### src/rtl/dq_pkg.sv
`timescale 1ns / 1ps

package dq_pkg;

    localparam int DEPTH_DEF = 32;

    localparam int KIND_W   = 3;
    localparam int VALUE_W  = 32;
    localparam int COUNT_W  = 6;
    localparam int STATUS_W = 2;

    // result tdata: item_value, item_count, zero pad to whole bytes
    localparam int M_TDATA_W = ((VALUE_W + COUNT_W + 7) / 8) * 8;
    localparam int M_PAD_W   = M_TDATA_W - VALUE_W - COUNT_W;

    typedef logic [KIND_W-1:0]   t_kind;
    typedef logic [STATUS_W-1:0] t_status;

    localparam t_kind KIND_PUSH_FRONT = 3'd0;
    localparam t_kind KIND_PUSH_BACK  = 3'd1;
    localparam t_kind KIND_POP_FRONT  = 3'd2;
    localparam t_kind KIND_POP_BACK   = 3'd3;
    localparam t_kind KIND_LIST       = 3'd4;

    localparam t_status STAT_OK    = 2'd0;
    localparam t_status STAT_EMPTY = 2'd1;
    localparam t_status STAT_FULL  = 2'd2;

endpackage

### src/rtl/dq_ram.sv
`timescale 1ns / 1ps

// Simple dual-port entry store, one write and one registered read per cycle.
module dq_ram #(
    parameter int DEPTH = dq_pkg::DEPTH_DEF,
    parameter int AW    = $clog2(dq_pkg::DEPTH_DEF)
) (
    input  logic                       i_clk,
    input  logic                       i_we,
    input  logic [AW-1:0]              i_waddr,
    input  logic [dq_pkg::VALUE_W-1:0] i_wdata,
    input  logic                       i_re,
    input  logic [AW-1:0]              i_raddr,
    output logic [dq_pkg::VALUE_W-1:0] o_rdata
);
    import dq_pkg::*;

    logic [VALUE_W-1:0] r_mem [DEPTH];
    logic [VALUE_W-1:0] r_rdata;

    always_ff @(posedge i_clk) begin
        if (i_we) begin
            r_mem[i_waddr] <= i_wdata;
        end
        if (i_re) begin
            r_rdata <= r_mem[i_raddr];
        end
    end

    assign o_rdata = r_rdata;

endmodule

### src/rtl/double_ended_queue.sv
`timescale 1ns / 1ps
// A push or pop result goes from acceptance into the pending register, then the output register.
// Throughput: one push or pop item per cycle while results drain; a listing holds the
//   input until every stored entry is listed (one store read per listed entry).
// The store has one write and one read port, which sets the listing rate.
// Reset (synchronous, active low) empties the queue; the store itself is not cleared.
module double_ended_queue #(
    parameter int DEPTH = dq_pkg::DEPTH_DEF
) (
    input  logic                         i_clk,
    input  logic                         i_rst_n,
    // input items
    input  logic                         i_s_axis_tvalid,
    output logic                         o_s_axis_tready,
    input  logic [dq_pkg::VALUE_W-1:0]   i_s_axis_tdata,   // [31:0] value
    input  logic [dq_pkg::KIND_W-1:0]    i_s_axis_tuser,   // [2:0] kind
    // result items
    output logic                         o_m_axis_tvalid,
    input  logic                         i_m_axis_tready,
    output logic [dq_pkg::M_TDATA_W-1:0] o_m_axis_tdata,   // [31:0] item_value,
                                                           // [37:32] item_count, pad
    output logic [dq_pkg::STATUS_W-1:0]  o_m_axis_tuser,   // [1:0] status
    output logic                         o_m_axis_tlast    // last
);
    import dq_pkg::*;

    localparam int IW = $clog2(DEPTH);        // store index
    localparam int CW = $clog2(DEPTH + 1);    // fill count, holds DEPTH itself

    localparam logic S_IDLE = 1'b0;
    localparam logic S_LIST = 1'b1;

    // result waiting for the store read (if any) before the output register
    typedef struct packed {
        logic               use_mem;
        logic [COUNT_W-1:0] count;
        t_status            status;
        logic               last;
    } t_pend;

    // circular index: (a + b) mod DEPTH, both operands below DEPTH
    function automatic logic [IW-1:0] f_wrap(input logic [IW-1:0] a,
                                             input logic [IW-1:0] b);
        logic [IW:0] s;
        s = {1'b0, a} + {1'b0, b};
        if (s >= (IW + 1)'(DEPTH)) begin
            s = s - (IW + 1)'(DEPTH);
        end
        return s[IW-1:0];
    endfunction

    // control state
    logic          r_state, n_state;
    logic [IW-1:0] r_front, n_front;
    logic [CW-1:0] r_count, n_count;
    logic [IW-1:0] r_idx,   n_idx;     // listing position from the front

    logic          r_pend_valid, n_pend_valid;
    t_pend         r_pend, n_pend;

    logic               r_out_valid;
    logic [VALUE_W-1:0] r_out_value;
    logic [COUNT_W-1:0] r_out_count;
    t_status            r_out_status;
    logic               r_out_last;

    // store port
    logic               ram_we, ram_re;
    logic [IW-1:0]      ram_waddr, ram_raddr;
    logic [VALUE_W-1:0] ram_rdata;

    logic    pend_move, pend_free, s_acc, full, empty;
    logic    new_valid;
    t_pend   new_pend;
    logic [IW-1:0] front_dec, last_off;
    t_kind   kind;

    assign kind      = i_s_axis_tuser;
    assign pend_move = r_pend_valid && (!r_out_valid || i_m_axis_tready);
    assign pend_free = !r_pend_valid || pend_move;

    // new items only between listings and when the pending slot frees up
    assign o_s_axis_tready = (r_state == S_IDLE) && pend_free;
    assign s_acc           = i_s_axis_tvalid && o_s_axis_tready;

    assign full      = (r_count == CW'(DEPTH));
    assign empty     = (r_count == '0);
    assign front_dec = (r_front == '0) ? IW'(DEPTH - 1) : r_front - 1'b1;
    assign last_off  = IW'(r_count - 1'b1);   // offset of the back entry

    always_comb begin
        n_state   = r_state;
        n_front   = r_front;
        n_count   = r_count;
        n_idx     = r_idx;
        ram_we    = 1'b0;
        ram_waddr = r_front;
        ram_re    = 1'b0;
        ram_raddr = r_front;
        new_valid = 1'b0;
        new_pend  = '0;

        if (s_acc) begin
            case (kind)
                KIND_PUSH_FRONT, KIND_PUSH_BACK: begin
                    new_valid     = 1'b1;
                    new_pend.last = 1'b1;
                    if (full) begin
                        // queue untouched
                        new_pend.status = STAT_FULL;
                        new_pend.count  = COUNT_W'(r_count);
                    end else begin
                        ram_we = 1'b1;
                        if (kind == KIND_PUSH_FRONT) begin
                            n_front   = front_dec;
                            ram_waddr = front_dec;
                        end else begin
                            ram_waddr = f_wrap(r_front, IW'(r_count));
                        end
                        n_count         = r_count + 1'b1;
                        new_pend.status = STAT_OK;
                        new_pend.count  = COUNT_W'(n_count);
                    end
                end
                KIND_POP_FRONT, KIND_POP_BACK: begin
                    new_valid     = 1'b1;
                    new_pend.last = 1'b1;
                    if (empty) begin
                        new_pend.status = STAT_EMPTY;
                    end else begin
                        ram_re = 1'b1;
                        if (kind == KIND_POP_FRONT) begin
                            ram_raddr = r_front;
                            n_front   = f_wrap(r_front, IW'(1));
                        end else begin
                            ram_raddr = f_wrap(r_front, last_off);
                        end
                        n_count          = r_count - 1'b1;
                        new_pend.use_mem = 1'b1;
                        new_pend.status  = STAT_OK;
                        new_pend.count   = COUNT_W'(n_count);
                    end
                end
                KIND_LIST: begin
                    if (empty) begin
                        new_valid       = 1'b1;
                        new_pend.last   = 1'b1;
                        new_pend.status = STAT_EMPTY;
                    end else begin
                        n_state = S_LIST;
                        n_idx   = '0;
                    end
                end
                default: begin
                    // unused kinds are dropped without a result
                end
            endcase
        end else if (r_state == S_LIST && pend_free) begin
            // one store read per listed entry, front to back
            ram_re           = 1'b1;
            ram_raddr        = f_wrap(r_front, r_idx);
            new_valid        = 1'b1;
            new_pend.use_mem = 1'b1;
            new_pend.status  = STAT_OK;
            new_pend.count   = COUNT_W'(r_count);
            new_pend.last    = (r_idx == last_off);
            if (r_idx == last_off) begin
                n_state = S_IDLE;
            end else begin
                n_idx = r_idx + 1'b1;
            end
        end
    end

    always_comb begin
        n_pend_valid = r_pend_valid;
        n_pend       = r_pend;
        if (new_valid) begin
            n_pend_valid = 1'b1;
            n_pend       = new_pend;
        end else if (pend_move) begin
            n_pend_valid = 1'b0;
        end
    end

    always_ff @(posedge i_clk) begin
        if (!i_rst_n) begin
            r_state      <= S_IDLE;
            r_front      <= '0;
            r_count      <= '0;
            r_idx        <= '0;
            r_pend_valid <= 1'b0;
            r_out_valid  <= 1'b0;
        end else begin
            r_state      <= n_state;
            r_front      <= n_front;
            r_count      <= n_count;
            r_idx        <= n_idx;
            r_pend_valid <= n_pend_valid;
            if (pend_move) begin
                r_out_valid <= 1'b1;
            end else if (i_m_axis_tready) begin
                r_out_valid <= 1'b0;
            end
        end
    end

    // payload registers
    always_ff @(posedge i_clk) begin
        r_pend <= n_pend;
        if (pend_move) begin
            r_out_value  <= r_pend.use_mem ? ram_rdata : '0;
            r_out_count  <= r_pend.count;
            r_out_status <= r_pend.status;
            r_out_last   <= r_pend.last;
        end
    end

    dq_ram #(
        .DEPTH (DEPTH),
        .AW    (IW)
    ) u_ram (
        .i_clk   (i_clk),
        .i_we    (ram_we),
        .i_waddr (ram_waddr),
        .i_wdata (i_s_axis_tdata),
        .i_re    (ram_re),
        .i_raddr (ram_raddr),
        .o_rdata (ram_rdata)
    );

    assign o_m_axis_tvalid = r_out_valid;
    assign o_m_axis_tdata  = {{M_PAD_W{1'b0}}, r_out_count, r_out_value};
    assign o_m_axis_tuser  = r_out_status;
    assign o_m_axis_tlast  = r_out_last;

    // fill count never exceeds the store depth
    a_count_bound: assert property (@(posedge i_clk) disable iff (!i_rst_n)
        r_count <= CW'(DEPTH))
        else $error("entry count above depth");

    // listing holds off new items
    a_list_stall: assert property (@(posedge i_clk) disable iff (!i_rst_n)
        (r_state == S_LIST) |-> !o_s_axis_tready)
        else $error("item accepted during listing");

    // a successful push grows the queue by one
    a_push_grow: assert property (@(posedge i_clk) disable iff (!i_rst_n)
        (s_acc && !full && (kind == KIND_PUSH_FRONT || kind == KIND_PUSH_BACK))
        |=> (r_count == $past(r_count) + 1'b1))
        else $error("push did not grow the queue");

    // no store read is issued while a read result still waits
    a_read_hold: assert property (@(posedge i_clk) disable iff (!i_rst_n)
        (r_pend_valid && r_pend.use_mem && !pend_move) |-> !ram_re)
        else $error("store read overwrote a pending value");

    // error results always close their item
    a_err_last: assert property (@(posedge i_clk) disable iff (!i_rst_n)
        (r_out_valid && r_out_status != STAT_OK) |-> r_out_last)
        else $error("error result without last");

endmodule

### config.mk
export PLATFORM = sky130hd
export DESIGN_NAME = double_ended_queue
export DESIGN_NICKNAME = d
export VERILOG_FILES = /design/src/rtl/dq_pkg.sv /design/src/rtl/dq_ram.sv /design/src/rtl/double_ended_queue.sv
export SDC_FILE = /design/constraint.sdc
export NUM_CORES = 2
export LEC_CHECK = 0
export BUFFER_PORTS_ARGS = -buffer_cell sky130_fd_sc_hd__buf_2
export CAP_MARGIN = 20
export CORE_MARGIN = 8
export CORE_UTILIZATION = 60
export CTS_BUF_LIST = sky130_fd_sc_hd__clkbuf_4
export DETAILED_ROUTE_END_ITERATION = 6
export PLACE_DENSITY = 0.74
export SETUP_SLACK_MARGIN = 0.2
export SLEW_MARGIN = 20
export SYNTH_ARGS = -nofsm -noshare
export SYNTH_HDL_FRONTEND = slang
export SYNTH_SLANG_ARGS = --single-unit
### constraint.sdc
create_clock -name i_clk -period 5.09 [get_ports i_clk]
set_input_delay 0.2545 -clock i_clk [delete_from_list [all_inputs] [get_ports i_clk]]
set_output_delay 0.2545 -clock i_clk [all_outputs]
set_load 0.01 [all_outputs]
==> reports/results.txt <==
The largest net degree at the start of global routing came out at 167. The die covers 0.0847 mm^2. The share of the synthesized area in compound gates (AO/OA/AOI/OAI) works out to 8.41%. The initial antenna violation count came out at 9. Final estimated routing congestion in global placement: 0.926.

The floorplan has 101 rows. The CTS clock-pin slew for the worst setup and hold paths was 0.06 ns. For the first-pass GRT wire length, the log shows 181,000 um. Including well taps, the total number of placed cells is 4,095.

The worst hold path begins at i_rst_n. Once the clock tree was built, the resizer swapped 0 gates to a different size. The required arrival time at the worst endpoint was 5.86 ns. The dominant register cell in the synthesized netlist is sky130_fd_sc_hd__edfxtp_1. Leaving out fill and tap cells, the most frequent cells in the layout are sky130_fd_sc_hd__edfxtp_1 (1,107), sky130_fd_sc_hd__nand2_1 (619), sky130_fd_sc_hd__clkbuf_4 (416).

The adder-cell area share of the yosys netlist is 0.628%. The number of cells on the worst hold path is 3, and the H-tree depth is 5. The residual antenna-violating net count after detailed routing came out at 0.

The endpoint arrival time on the critical path was 5.37 ns; the number of DRC violations after detailed routing was 0. The root buffer cell chosen for the clock tree is sky130_fd_sc_hd__clkbuf_4. The count of cells in the finished layout, fillers not included, comes to 4,619. The share of cell area taken by muxes after synthesis came out at 2.98%. Setup repair after global routing left no endpoint under its margin.

The worst-margin pin slew works out to 1.04 ns. The number of top-level pins is 84, and the number of maximum-capacitance violations is 0. The final-layout setup total negative slack came out at 0 ns. For the DRC marker count from the first detailed-route iteration, the log shows 3,619. TritonCTS built the clock tree. The run finished with clean final reports. Yosys printed 0 warnings. The largest single stage delay on the critical path is 0.62 ns. The run gives 65 as the number of distinct library cell variants in the gate-level netlist after synthesis. After legalization and detailed placement, the total HPWL measured 70,400 um.

Leaving out fill and tap cells, the most frequent cell in the layout is sky130_fd_sc_hd__edfxtp_1. For this design, the CTS-stage hold fixing added 45 buffers. The tools report the least setup slack across all paths after layout as 0.495 ns. The total count of max-transition violations in the final report was 0. The number of failing setup endpoints in the final timing report is 0. After synthesis, the largest family of logic cells by area is simple AND/OR/NAND/NOR gates. IR analysis of the VDD net gives a maximum drop of 0.000222 V. The routed layout has 29,664 vias. The tools report the global-route total usage across every layer as 28.2%. Timing would allow up to 218 MHz.

Once the floorplan was initialized, standard cells occupied 60.2% of the core. The power per standard cell area is 360 mW/mm^2, and the number of search-and-repair iterations in the first detailed-routing pass is 5. The fraction of the yosys area taken by sequential cells was 74.1%; the area of the core was 0.0754 mm^2. The worst clock skew came out at 0.0991 ns. The cell area that synthesis handed to floorplanning was 0.0454 mm^2. The type of origin of the critical path was a flip-flop. The net count reported at finish was 3,517; the source-to-sink clock delay at the later pin of the worst-skew pair was 1.14 ns.

For the number of clock buffers inserted by TritonCTS, the log shows 293. STA classifies the critical path endpoint as a flip-flop. Summing the areas of all and, or, nand and nor instances in the mapped netlist gives 11.1% of the synthesized area. The tools report the source of the critical timing path as r_count[0]$_SDFFE_PN0P_. Overall power consumption after layout is estimated at 18.5 mW. Fill cells in the final layout number 5,026. The smallest clock period supported by the final layout is computed as 4.60 ns. The logs give 4 for the largest buffer count on any clock path and 17.6 nW for the leakage power. The period utilization works out to 90.3%. In this run the vertical extent of the chip is 291 um.

Dividing the detail-routed via count by the number of cells gives 6.42. Hold timing on the final database bottoms out at a slack of 0.149 ns. Of the total synthesized cell area, the portion taken by XOR and XNOR cells is 0.502%.

Dividing the detail-routed wire length by the instance count gives 26.3 um. Compared with the post-synthesis result, the final layout area differs by 13.1%. The critical path goes through inv_1 -> ha_1 -> or4b_4 -> o21ai_0 -> nor2_1 -> o211ai_1 -> xnor2_1 -> nand3b_1 -> nor2_4 -> buf_12. The run gives 1,126 as the clock sink count.

The final hold violation count came out at 0. Of the cells placed in the final design, the portion with a size suffix greater than 1 is 20.2%. The number of input and output port buffers inserted works out to 81. Global routing finished with a remaining overflow of 0. Timing analysis after detailed placement gives a worst setup slack of 0.663 ns. The number of instances in the synthesized netlist is 3,133. The depth of the worst register-to-register path was 10. In this run the worst hold path is classified as primary input to flip-flop. The die width is 291 um. The mean instance size in the synthesized netlist was 14.5 um^2.

The fraction of registers with async set/reset was 0%. The kind of critical path is flip-flop to flip-flop. In this run the critical register-to-register path is launched from r_count[0]$_SDFFE_PN0P_. The number of global-route vias before repair is 29,534, and the number of flops mapped to enable cells by yosys is 1,107.

Of all nets on the critical path, the largest fanout is 20. The tools report the worst max-slew margin expressed relative to the limit as 30.4%. Summed over all layers, the routed wires come to 121,000 um. For this design, the slowest cell found on the critical path is sky130_fd_sc_hd__nor2_4.

Synthesis inferred 1,126 register bits. The post-CTS setup buffer count came out at 0.
## layer usage
layer	wire [um]	track usage, %	share of wire [%]
met4	4090	11.1	3.4
met1	45700	37.6	38
met5	25	0	0.021
met2	57400	44.3	47
met3	14300	7.61	12
## per-stage QoR
stage | area, um^2 | util (%)
6_report | 51300 | 68.0
3_5_place_dp | 47500 | 63.0
5_1_grt | 51300 | 68.0
2_1_floorplan | 45400 | -
4_1_cts | 51300 | 68.0
3_3_place_gp | 47500 | 63.0
## synthesized netlist by cell type (all sizes together) (6+ instances only)
| cell | number | share of area [%] |
|---|---|---|
| a211oi | 6 | 0.13 |
| a21boi | 8 | 0.13 |
| a21oi | 214 | 2.4 |
| a22o | 66 | 1.3 |
| a31oi | 33 | 0.45 |
| and2 | 37 | 0.51 |
| and3 | 65 | 0.90 |
| buf | 93 | 1.3 |
| clkbuf | 109 | 0.90 |
| dfxtp | 19 | 0.84 |
| edfxtp | 1107 | 73 |
| ha | 18 | 0.50 |
| inv | 10 | 0.083 |
| mux2i | 63 | 1.4 |
| mux4 | 32 | 1.6 |
| nand2 | 621 | 5.1 |
| nand2b | 6 | 0.083 |
| nand3 | 144 | 1.6 |
| nand3b | 6 | 0.099 |
| nor2 | 60 | 0.50 |
| nor2b | 8 | 0.11 |
| nor3 | 8 | 0.088 |
| nor4 | 33 | 0.88 |
| o211ai | 165 | 2.8 |
| o21ai | 55 | 0.61 |
| or3 | 70 | 0.96 |
| xnor2 | 14 | 0.27 |
| xor2 | 12 | 0.23 |
## power by group
group          leakage (nW)  internal (mW)  switching [mW]
clock network          2.05           3.78            3.46
logic                  5.41          0.318           0.687
registers              10.1           10.2          0.0232
## worst paths after layout
check                            endpoint  slack [ns]
min               r_front[1]$_SDFFE_PN0P_        0.15
min reg2reg      r_out_count[0]$_DFFE_PP_        0.42
max          u_ram.r_mem[12][8]$_DFFE_PP_        0.49
max reg2reg  u_ram.r_mem[12][8]$_DFFE_PP_        0.49
## critical path, delay by kind of cell (launching register included)
family	cells	cell delay [ns]
AND/OR/NAND/NOR	4	1.95
XOR/XNOR	1	0.60
flip-flops	1	0.54
buffers and inverters	2	0.46
AO/OA/AOI/OAI	2	0.43
adder cells (fa/ha/maj)	1	0.25
## sequential cells by signal, summed over array words and instances (netlist names), 2 cells and up
register	flops
r_pend	10
r_idx	5
r_count	6
r_front	5
u_ram.r_mem	1024
u_ram.o_rdata	32
r_out_count	6
r_out_value	32
o_m_axis_tuser	2
## layout make-up
type	instances	area, um^2	share of cell area (%)
clock inverter	59	255	0.497
inverter	10	37.5	0.0731
timing repair buffer	230	1950	3.80
tap	978	1220	2.38
clock buffer	416	3120	6.08
multi-input combinational	1796	11100	21.6
antenna	4	10.0	0.0195
sequential	1126	33600	65.5
## kinds of logic (layout without fill, tap and decap cells)
| kind of cell | count (synthesis) | count (layout) |
|---|---|---|
| AO/OA/AOI/OAI | 581 | 581 |
| flip-flops | 1126 | 1126 |
| adder cells (fa/ha/maj) | 21 | 21 |
| other | 1 | 6 |
| multiplexers | 95 | 95 |
| buffers and inverters | 212 | 715 |
| AND/OR/NAND/NOR | 1071 | 1071 |
| XOR/XNOR | 26 | 26 |
No activity file was read; power rests on OpenSTA's default activity.
